===== src/sv/utf8d_pkg.sv =====
// Shared types and constants for the UTF-8 stream decoder.
// No dependencies; compile before every other file of the block.
package utf8d_pkg;

    typedef logic [20:0] cp_t;

    typedef enum logic [2:0] {
        ST_OK      = 3'd0,
        ST_STRAY   = 3'd1,
        ST_INTR    = 3'd2,
        ST_INVALID = 3'd3,
        ST_TRUNC   = 3'd4
    } status_t;

    // Sequence lengths; LEN_NONE means no sequence pending
    localparam logic [2:0] LEN_NONE = 3'd0;
    localparam logic [2:0] LEN_ONE  = 3'd1;
    localparam logic [2:0] LEN_TWO  = 3'd2;
    localparam logic [2:0] LEN_THR  = 3'd3;
    localparam logic [2:0] LEN_FOUR = 3'd4;

    localparam cp_t CP_MAX     = 21'h10FFFF;
    localparam cp_t SURR_LO    = 21'h00D800;
    localparam cp_t SURR_HI    = 21'h00DFFF;
    localparam cp_t MIN_TWO    = 21'h000080;
    localparam cp_t MIN_THR    = 21'h000800;
    localparam cp_t MIN_FOUR   = 21'h010000;
    localparam cp_t MAX_TWO    = 21'h0007FF;
    localparam cp_t MAX_THR    = 21'h00FFFF;
    localparam cp_t REPL_RESET = 21'h00FFFD;

    // Result queue: depth must be a power of two and at least four
    localparam int RQ_DEPTH = 8;
    localparam int RQ_AW    = $clog2(RQ_DEPTH);
    localparam int RQ_CW    = RQ_AW + 1;

    typedef struct packed {
        cp_t         code_point;
        status_t     status;
        logic [2:0]  byte_count;
        logic        text_done;
        logic        last_of_run;
    } result_t;

endpackage


===== src/sv/utf8d_if.sv =====
// Handshake interfaces for the UTF-8 stream decoder: byte items in, code point items out.
// Depends on utf8d_pkg.
interface utf8d_byte_if;
    logic       valid;
    logic       ready;
    logic [7:0] data_byte;
    logic       end_of_text;

    modport source (output valid, output data_byte, output end_of_text, input ready);
    modport sink   (input valid, input data_byte, input end_of_text, output ready);
endinterface

interface utf8d_cp_if;
    import utf8d_pkg::*;
    logic       valid;
    logic       ready;
    cp_t        code_point;
    logic [2:0] status;
    logic [2:0] byte_count;
    logic       text_done;
    logic       last_of_run;

    modport source (output valid, output code_point, output status, output byte_count,
                    output text_done, output last_of_run, input ready);
    modport sink   (input valid, input code_point, input status, input byte_count,
                    input text_done, input last_of_run, output ready);
endinterface


===== src/sv/utf8_stream_decoder.sv =====
// UTF-8 stream decoder: one byte item in, zero to two code point items out.
// Depends on utf8d_pkg and the interfaces in utf8d_if.

// An accepted byte is held in an input register, is decoded by fixed mask, shift and
// compare logic against the sequence state, and its results (none, one or two) are written to
// an eight-entry result queue. A byte is taken every cycle while the queue has room, so the
// sustained input rate is one byte per cycle; since the output delivers one result per cycle
// while the sink is ready, a byte that both ends an interrupted sequence and yields a result
// of its own puts two results on the output.
// The replacement code register may be written only while the decoder is idle.
module utf8_stream_decoder
    import utf8d_pkg::*;
(
    input  logic          clk,
    input  logic          rst_n,
    input  logic          wr_en,
    input  logic [20:0]   wr_data,
    utf8d_byte_if.sink    text,
    utf8d_cp_if.source    points
);

    cp_t                repl_reg;
    logic [2:0]         exp_reg, exp_next;
    logic [2:0]         rcv_reg, rcv_next;
    cp_t                acc_reg, acc_next;

    logic               stg_vld_reg;
    logic [7:0]         stg_byte_reg;
    logic               stg_eot_reg;

    result_t            rq_reg [RQ_DEPTH];
    logic [RQ_AW-1:0]   wr_ptr_reg, rd_ptr_reg;
    logic [RQ_CW-1:0]   cnt_reg, cnt_next;

    result_t            pre_res, main_res;
    logic               pre_vld, main_vld;
    logic               fresh_go, cont, bad;
    cp_t                acc_c, lo, hi;
    logic [2:0]         rcv_c;
    logic [1:0]         n_push;
    logic               pop, accept;

    assign accept = text.valid && text.ready;
    assign pop    = points.valid && points.ready;

    // Room for the staged byte's results plus the next one's
    assign text.ready = ({1'b0, cnt_reg} + (stg_vld_reg ? (RQ_CW+1)'(2) : (RQ_CW+1)'(0)))
                        <= (RQ_CW+1)'(RQ_DEPTH - 2);

    always_comb
    begin
        cont     = (stg_byte_reg[7:6] == 2'b10);
        exp_next = exp_reg;
        rcv_next = rcv_reg;
        acc_next = acc_reg;
        pre_vld  = 1'b0;
        main_vld = 1'b0;
        fresh_go = 1'b0;
        bad      = 1'b0;
        acc_c    = {acc_reg[14:0], stg_byte_reg[5:0]};
        rcv_c    = rcv_reg + 3'd1;
        lo       = (exp_reg == LEN_TWO) ? MIN_TWO : (exp_reg == LEN_THR) ? MIN_THR : MIN_FOUR;
        hi       = (exp_reg == LEN_TWO) ? MAX_TWO : (exp_reg == LEN_THR) ? MAX_THR : CP_MAX;
        pre_res  = '{code_point: repl_reg, status: ST_INTR, byte_count: rcv_reg,
                     text_done: 1'b0, last_of_run: 1'b0};
        main_res = '{code_point: repl_reg, status: ST_TRUNC, byte_count: rcv_c,
                     text_done: 1'b0, last_of_run: 1'b0};

        if (exp_reg != LEN_NONE)
        begin
            if (cont)
            begin
                if (rcv_c >= exp_reg)
                begin
                    // Sequence complete: check overlong, surrogate and range
                    bad = (acc_c < lo) || (acc_c > hi) || ((acc_c >= SURR_LO) && (acc_c <= SURR_HI));
                    main_vld            = 1'b1;
                    main_res.code_point = bad ? repl_reg : acc_c;
                    main_res.status     = bad ? ST_INVALID : ST_OK;
                    main_res.byte_count = exp_reg;
                    exp_next = LEN_NONE;
                    rcv_next = 3'd0;
                    acc_next = '0;
                end
                else if (stg_eot_reg)
                begin
                    main_vld = 1'b1;
                    exp_next = LEN_NONE;
                    rcv_next = 3'd0;
                    acc_next = '0;
                end
                else
                begin
                    rcv_next = rcv_c;
                    acc_next = acc_c;
                end
            end
            else
            begin
                // Cut short: report, then decode this byte afresh
                pre_vld  = 1'b1;
                exp_next = LEN_NONE;
                rcv_next = 3'd0;
                acc_next = '0;
                fresh_go = 1'b1;
            end
        end
        else
        begin
            fresh_go = 1'b1;
        end

        if (fresh_go)
        begin
            main_res.byte_count = LEN_ONE;
            if (!stg_byte_reg[7])
            begin
                main_vld            = 1'b1;
                main_res.code_point = {13'd0, stg_byte_reg};
                main_res.status     = ST_OK;
            end
            else if (cont || (stg_byte_reg[7:3] == 5'b11111))
            begin
                main_vld        = 1'b1;
                main_res.status = ST_STRAY;
            end
            else
            begin
                // Lead byte: open a sequence unless the text ends here
                main_res.status = ST_TRUNC;
                main_vld        = stg_eot_reg;
                if (!stg_eot_reg)
                begin
                    rcv_next = LEN_ONE;
                    if (stg_byte_reg[7:5] == 3'b110)
                    begin
                        exp_next = LEN_TWO;
                        acc_next = {16'd0, stg_byte_reg[4:0]};
                    end
                    else if (stg_byte_reg[7:4] == 4'b1110)
                    begin
                        exp_next = LEN_THR;
                        acc_next = {17'd0, stg_byte_reg[3:0]};
                    end
                    else
                    begin
                        exp_next = LEN_FOUR;
                        acc_next = {18'd0, stg_byte_reg[2:0]};
                    end
                end
            end
        end

        if (main_vld)
        begin
            main_res.text_done   = stg_eot_reg;
            main_res.last_of_run = 1'b1;
        end
        else
        begin
            pre_res.text_done   = stg_eot_reg;
            pre_res.last_of_run = 1'b1;
        end

        n_push   = stg_vld_reg ? ({1'b0, pre_vld} + {1'b0, main_vld}) : 2'd0;
        cnt_next = cnt_reg + RQ_CW'(n_push) - RQ_CW'(pop);
    end

    always_ff @(posedge clk or negedge rst_n)
    begin
        if (!rst_n)
        begin
            repl_reg    <= REPL_RESET;
            exp_reg     <= LEN_NONE;
            rcv_reg     <= 3'd0;
            acc_reg     <= '0;
            stg_vld_reg <= 1'b0;
            wr_ptr_reg  <= '0;
            rd_ptr_reg  <= '0;
            cnt_reg     <= '0;
        end
        else
        begin
            if (wr_en)
            begin
                repl_reg <= wr_data;
            end
            stg_vld_reg <= accept;
            if (stg_vld_reg)
            begin
                exp_reg <= exp_next;
                rcv_reg <= rcv_next;
                acc_reg <= acc_next;
            end
            wr_ptr_reg <= wr_ptr_reg + RQ_AW'(n_push);
            if (pop)
            begin
                rd_ptr_reg <= rd_ptr_reg + RQ_AW'(1);
            end
            cnt_reg <= cnt_next;
        end
    end

    // Payload: input register and queue entries
    always_ff @(posedge clk)
    begin
        if (accept)
        begin
            stg_byte_reg <= text.data_byte;
            stg_eot_reg  <= text.end_of_text;
        end
        if (stg_vld_reg)
        begin
            if (pre_vld)
            begin
                rq_reg[wr_ptr_reg] <= pre_res;
                if (main_vld)
                begin
                    rq_reg[wr_ptr_reg + RQ_AW'(1)] <= main_res;
                end
            end
            else if (main_vld)
            begin
                rq_reg[wr_ptr_reg] <= main_res;
            end
        end
    end

    assign points.valid       = (cnt_reg != '0);
    assign points.code_point  = rq_reg[rd_ptr_reg].code_point;
    assign points.status      = rq_reg[rd_ptr_reg].status;
    assign points.byte_count  = rq_reg[rd_ptr_reg].byte_count;
    assign points.text_done   = rq_reg[rd_ptr_reg].text_done;
    assign points.last_of_run = rq_reg[rd_ptr_reg].last_of_run;

endmodule


===== src/flat_wrapper.sv =====
// flat-port wrapper written by rule: the top's interface ports become plain ports
module utf8_stream_decoder_flat import utf8d_pkg::*;
  (clk, rst_n, wr_en, wr_data, text_valid, text_data_byte, text_end_of_text, text_ready, points_valid, points_code_point, points_status, points_byte_count, points_text_done, points_last_of_run, points_ready);
  utf8d_byte_if text_i ();
  utf8d_cp_if points_i ();
  input  logic clk;
  input  logic rst_n;
  input  logic wr_en;
  input  logic [20:0] wr_data;
  input wire logic [$bits(text_i.valid)-1:0] text_valid;
  input wire logic [$bits(text_i.data_byte)-1:0] text_data_byte;
  input wire logic [$bits(text_i.end_of_text)-1:0] text_end_of_text;
  output wire logic [$bits(text_i.ready)-1:0] text_ready;
  output wire logic [$bits(points_i.valid)-1:0] points_valid;
  output wire logic [$bits(points_i.code_point)-1:0] points_code_point;
  output wire logic [$bits(points_i.status)-1:0] points_status;
  output wire logic [$bits(points_i.byte_count)-1:0] points_byte_count;
  output wire logic [$bits(points_i.text_done)-1:0] points_text_done;
  output wire logic [$bits(points_i.last_of_run)-1:0] points_last_of_run;
  input wire logic [$bits(points_i.ready)-1:0] points_ready;
  assign text_i.valid = text_valid;
  assign text_i.data_byte = text_data_byte;
  assign text_i.end_of_text = text_end_of_text;
  assign text_ready = text_i.ready;
  assign points_valid = points_i.valid;
  assign points_code_point = points_i.code_point;
  assign points_status = points_i.status;
  assign points_byte_count = points_i.byte_count;
  assign points_text_done = points_i.text_done;
  assign points_last_of_run = points_i.last_of_run;
  assign points_i.ready = points_ready;
  utf8_stream_decoder u_core (.clk(clk), .rst_n(rst_n), .wr_en(wr_en), .wr_data(wr_data), .text(text_i), .points(points_i));
endmodule

===== config.mk =====
export PLATFORM = sky130hd
export DESIGN_NAME = utf8_stream_decoder_flat
export DESIGN_NICKNAME = d
export VERILOG_FILES = /design/src/sv/utf8d_pkg.sv /design/src/sv/utf8d_if.sv /design/src/sv/utf8_stream_decoder.sv /design/src/flat_wrapper.sv
export SDC_FILE = /design/constraint.sdc
export NUM_CORES = 1
export LEC_CHECK = 0
export ABC_AREA = 1
export BUFFER_PORTS_ARGS = -buffer_cell sky130_fd_sc_hd__buf_2
export CORE_MARGIN = 5
export CORE_UTILIZATION = 50
export CTS_BUF_LIST = sky130_fd_sc_hd__clkbuf_4 sky130_fd_sc_hd__clkbuf_8
export CTS_CLUSTER_DIAMETER = 80
export CTS_CLUSTER_SIZE = 14
export DETAILED_ROUTE_END_ITERATION = 6
export PLACE_DENSITY_LB_ADDON = 0.05
export SYNTH_ARGS = -nofsm -noshare
export SYNTH_HDL_FRONTEND = slang
export SYNTH_SLANG_ARGS = --single-unit

===== constraint.sdc =====
create_clock -name clk -period 12 [get_ports clk]
set_input_delay 0 -clock clk [delete_from_list [all_inputs] [get_ports clk]]
set_output_delay 0 -clock clk [all_outputs]
set_load 0.1 [all_outputs]

-- After elaboration in Yosys (flattened, before gate mapping)
Memory sizes are Yosys's and may differ from the RTL's.
Cells that the tools add are included.
- muxes and demuxes: 66
- bitwise operators: 1
- order comparisons: 6
- add/subtract/negate cells: 8
- reductions and logical operators: 8
- eq/ne operators: 6
- operators by type and width (kind ; number):
    $mux W21 ; 14
    $mux W27 ; 4
    $mux W3 ; 20
    $mux W29 ; 1
    $ge A21 B16 Y1 const B ; 1
    $gt A21 B21 Y1 ; 1
    $le A21 B16 Y1 const B ; 1
    $lt A21 B21 Y1 ; 1
    $mux W1 ; 20
    $mux W17 ; 1
    $mux W2 ; 5
    $add A3 B1 Y3 const B ; 3
    $eq A3 B2 Y1 const B ; 2
    $add A4 B5 Y5 ; 1
    $eq A5 B5 Y1 const B ; 1
    $le A5 B3 Y1 const B ; 1
    $add A4 B2 Y4 ; 1
    $eq A4 B4 Y1 const B ; 1
    $mux W4 ; 1
    $reduce_bool A4 Y1 ; 1
    $sub A4 B1 Y4 ; 1
    $add A3 B2 Y3 ; 1
    $eq A3 B3 Y1 const B ; 1
    $ge A3 B3 Y1 ; 1
    6 further kinds ; 10
- bits in writable memories: 232
- word-level logic and storage cells: 106
- bits of input ports: 35
- output and inout bits: 31
- memories kept: 1
- register bits after elaboration: 68
- memory list (memory ; depth ; bits a word ; rd ports ; clocked after memory_dff ; wr ports ; RTL line ; text):
    u_core.rq_reg ; 8 ; 29 ; 1 ; 0 ; 2 ; utf8_stream_decoder.sv:31 ; result_t rq_reg [RQ_DEPTH];

-- Depth between registers and ports, before layout
- word-level depth: 13
- depth in mapped cells: 22
- mapped depth without buffers: 21

-- Worst setup path before layout
Ideal clock, no wire load.
- path kind: register to register
- start point: register u_core.rcv_reg[1]
- end point: memory u_core.rq_reg[0][0] (netlist name) (enable)
- stages on the path, launching flop included: 15
- setup time: 0.496 ns
- clock period less this slack: 5.871 ns
- required time: 11.504 ns
- arrival: 5.375 ns
- setup slack: 6.129 ns
- path buffers: 1
- cell sequence: dfrtp_1 ha_1 xnor2_1 inv_1 ha_1 nand2_1 o211ai_2 nor2_1 inv_1 nand2_1 nand2_1 buf_2 ha_1 o21ai_1 o41ai_1
- RTL lines (item ; RTL line ; text):
    start, declared ; utf8_stream_decoder.sv:24 ; logic [2:0] rcv_reg, rcv_next;
    start signal, assigned ; utf8_stream_decoder.sv:192 ; rcv_reg <= rcv_next;
    end, declared ; utf8_stream_decoder.sv:31 ;

==> flow_summary.json <==
{
  "insertion_delay_ns": 0.60,
  "vias": 12600,
  "numPortBuffers": 65,
  "drtAntennaViolNets": 0,
  "cts_setup_buffers": 0,
  "row_count": 63,
  "outcome": "finished clean",
  "clockBufferDepth": 3,
  "fp.dieH_microns": 184,
  "drt_wl_total_microns": 47900,
  "globalplace.congestion": 0.865,
  "drv_slew": 0,
  "yosysUniqueCellTypes": 48,
  "core-area_sq_um": 29800,
  "die_area_sq_um": 34000,
  "holdCritPathClass": "in2reg",
  "cp_top_family": "simple AND/OR/NAND/NOR gates",
  "synth_area_leader_cell": "edfxtp_1",
  "area_growth_pct": 11.1,
  "root_buffer": "clkbuf_8",
  "cp-endpoint": "u_core.rq_reg[6][17]$_DFFE_PP_",
  "min_period_over_period": 0.471,
  "crit_path_cell_trace": "ha_1 -> xnor2_1 -> inv_1 -> ha_1 -> a21oi_1 -> o211ai_2 -> nor2_1 -> inv_1 -> nand2_1 -> nand2_1 -> ha_1 -> nand2_1 -> inv_2 -> nor2_1 -> inv_1 -> buf_4 -> a22oi_1",
  "worstSetupEndpointType": "register",
  "rsz0062_at_grt": "no",
  "ys_top_cells_by_area": "edfxtp_1 (48%), nor2_1 (6.8%), o21ai_0 (6.4%)",
  "r2r_cells": 17,
  "post-dp-hpwl_microns": 29100,
  "hold_viol_final": 0,
  "vdd_drop_max_uv": 264,
  "synthFlopType": "edfxtp_1",
  "rr_endpoint": "u_core.rq_reg[6][17]$_DFFE_PP_",
  "total_power_mw": 4.74,
  "synth-seq-cells": 294,
  "fin_setup_tns_ns": 0,
  "relSlewSlack": 0.145,
  "path_clk_slew_ns": 0.11,
  "fmax_mhz": 177,
  "holdWs_ns": 0.0220,
  "cts_buffers": 24,
  "worst_pin_slew_ns": 1.27,
  "critPathMaxFanout": 18,
  "firstDrtPassIters": 6,
  "grt_usage": 0.283,
  "die-width_microns": 184,
  "start_util": 0.510,
  "antenna_cells": 0,
  "slowest_stage": "nor2_1",
  "synthCells": 1604,
  "cp_data_required_time_ns": 12.43,
  "reg2reg_from": "u_core.rcv_reg[1]$_DFFE_PN0P_",
  "fin_cells": 2082,
  "placedCellCount": 1978,
  "leakage_nw": 6.42,
  "worstSetupPathDepth": 17,
  "wl_per_cell_microns": 23.0,
  "slowest_delay_ns": 0.81,
  "async_flop_share": 0.180,
  "largest_reg_flops": 232,
  "htreeDepth": 1,
  "grt_pass1_vias": 12100,
  "power_density_nw_per_um2": 281,
  "worst_clock_skew_ns": 0.0295,
  "crit_path_start_kind": "register",
  "ys_seq_area_frac": 0.565,
  "worstSetupPathType": "reg2reg",
  "grt_pass1_wl_microns": 73400,
  "synth.top_cell.area_share": 0.476,
  "path_buf_inv": 5,
  "grt.overflow.total": 0,
  "critPathArrivalTime_ns": 6.08,
  "post-route-min-period_ns": 5.65,
  "routed_via_density": 6.06,
  "synth_edf_count": 241,
  "ios": 66,
  "clock_sinks": 294,
  "fin_util": 0.567,
  "antenna_found_initial": 0,
  "avgSynthCellArea_sq_um": 9.48,
  "synth.net_count": 1662,
  "synth_area_sq_um": 15200,
  "layout.nets": 1733,
  "cts_tree": "built",
  "critPathLaunch": "u_core.rcv_reg[1]$_DFFE_PN0P_",
  "setup_viol": 0,
  "grt_max_degree": 84,
  "maxCapViolations": 0,
  "drtIter0Drc": 1455,
  "rrSetupSlack_ns": 6.35,
  "ys.warnings.count": 0,
  "drc": 0,
  "layout-drive-gt1-share": 0.125
}
[cells by family (layout without fill, tap and decap cells)]
| kind of cell | after synthesis | after routing | share of synthesized area |
|---|---|---|---|
| buffers and inverters | 258 | 346 | 0.0682 |
| DFF | 294 | 294 | 0.565 |
| AOI/OAI and AO/OA | 440 | 440 | 0.172 |
| muxes | 6 | 6 | 0.00444 |
| xor gates and xnor gates | 15 | 15 | 0.00864 |
| adders and majority gates | 23 | 23 | 0.0199 |
| and+or+nand+nor | 568 | 568 | 0.162 |
[synth_stat cells (all sizes together) (2+ instances only)]
library cell	number
nor2	284
o21ai	244
edfxtp	241
nand2	164
inv	149
nand3	109
a22oi	92
clkbuf	69
o22ai	46
dfrtp	38
buf	37
a31oi	30
ha	21
dfstp	15
a21oi	11
o41ai	8
xor2	8
xnor2	7
mux2	6
nand4	5
clkinv	3
or2	3
a21boi	2
fa	2
nor3	2
o221ai	2
o32ai	2
[per-stage QoR]
step                area, sq um  setup slack (ns)
floorplan                 15200              6.13
global placement          15800              6.82
detailed placement        15800              6.64
CTS                       16900              6.59
global route              16900              5.93
finish                    16900              6.35
[placed cells by master (no fill, tap or decap), types with 6 or more instances in the layout]
cell / instances
a22oi_1: 92
nor2_1: 276
a21oi_1: 9
ha_1: 21
clkbuf_8: 24
buf_2: 65
mux2_2: 6
o41ai_2: 8
nand3_2: 20
xor2_1: 8
dlygate4sd3_1: 61
xnor2_1: 7
o22ai_1: 46
clkbuf_4: 18
inv_1: 140
nand3_1: 89
dfrtp_1: 36
o21ai_1: 51
dfstp_2: 15
edfxtp_1: 241
a31oi_1: 30
buf_4: 25
inv_2: 9
o21ai_0: 193
nand2_1: 160
[layout make-up]
type / count / area, sq um
clock buffers: 42 / 465
clock inverters: 1 / 8.76
fillers: 2670 / 12900
inverters: 152 / 572
multi-input cells: 1052 / 5640
flip-flops and latches: 294 / 8590
well taps: 390 / 488
repair buffers: 151 / 1120
[per-layer routing]
metal	part of all wire	track usage
met1	0.43	0.408
met5	0	0
met2	0.45	0.443
met4	0.029	0.0840
met3	0.091	0.0482
[worst min-delay path by stage]
| stage | slack (ns) | endpoint | depth (start not counted) | startpoint |
|---|---|---|---|---|
| 2_1_floorplan | -0.30 | u_core.acc_reg[0]$_DFFE_PN0P_ | 0 | rst_n |
| 3_3_place_gp | 0.18 | u_core.repl_reg[1]$_DFFE_PN0P_ | 2 | rst_n |
| 3_5_place_dp | 0.18 | u_core.repl_reg[1]$_DFFE_PN0P_ | 2 | rst_n |
| 4_1_cts | 0.01 | u_core.repl_reg[12]$_DFFE_PN1P_ | 2 | wr_en |
| 5_1_grt | 0.07 | u_core.repl_reg[1]$_DFFE_PN0P_ | 2 | wr_en |
| 6_report | 0.02 | u_core.repl_reg[12]$_DFFE_PN1P_ | 2 | wr_en |
[where the power goes]
group          total [mW]  internal (mW)  switching [mW]
Sequential           1.51           1.38           0.131
Clock               0.591          0.244           0.347
Combinational        2.64          0.584            2.05
[repair_timing]
action	CTS	global route
hold endpoints to repair	96	0
gates resized for setup	0	0
hold buffers	61	0
Power figures use the tool's default switching activity.
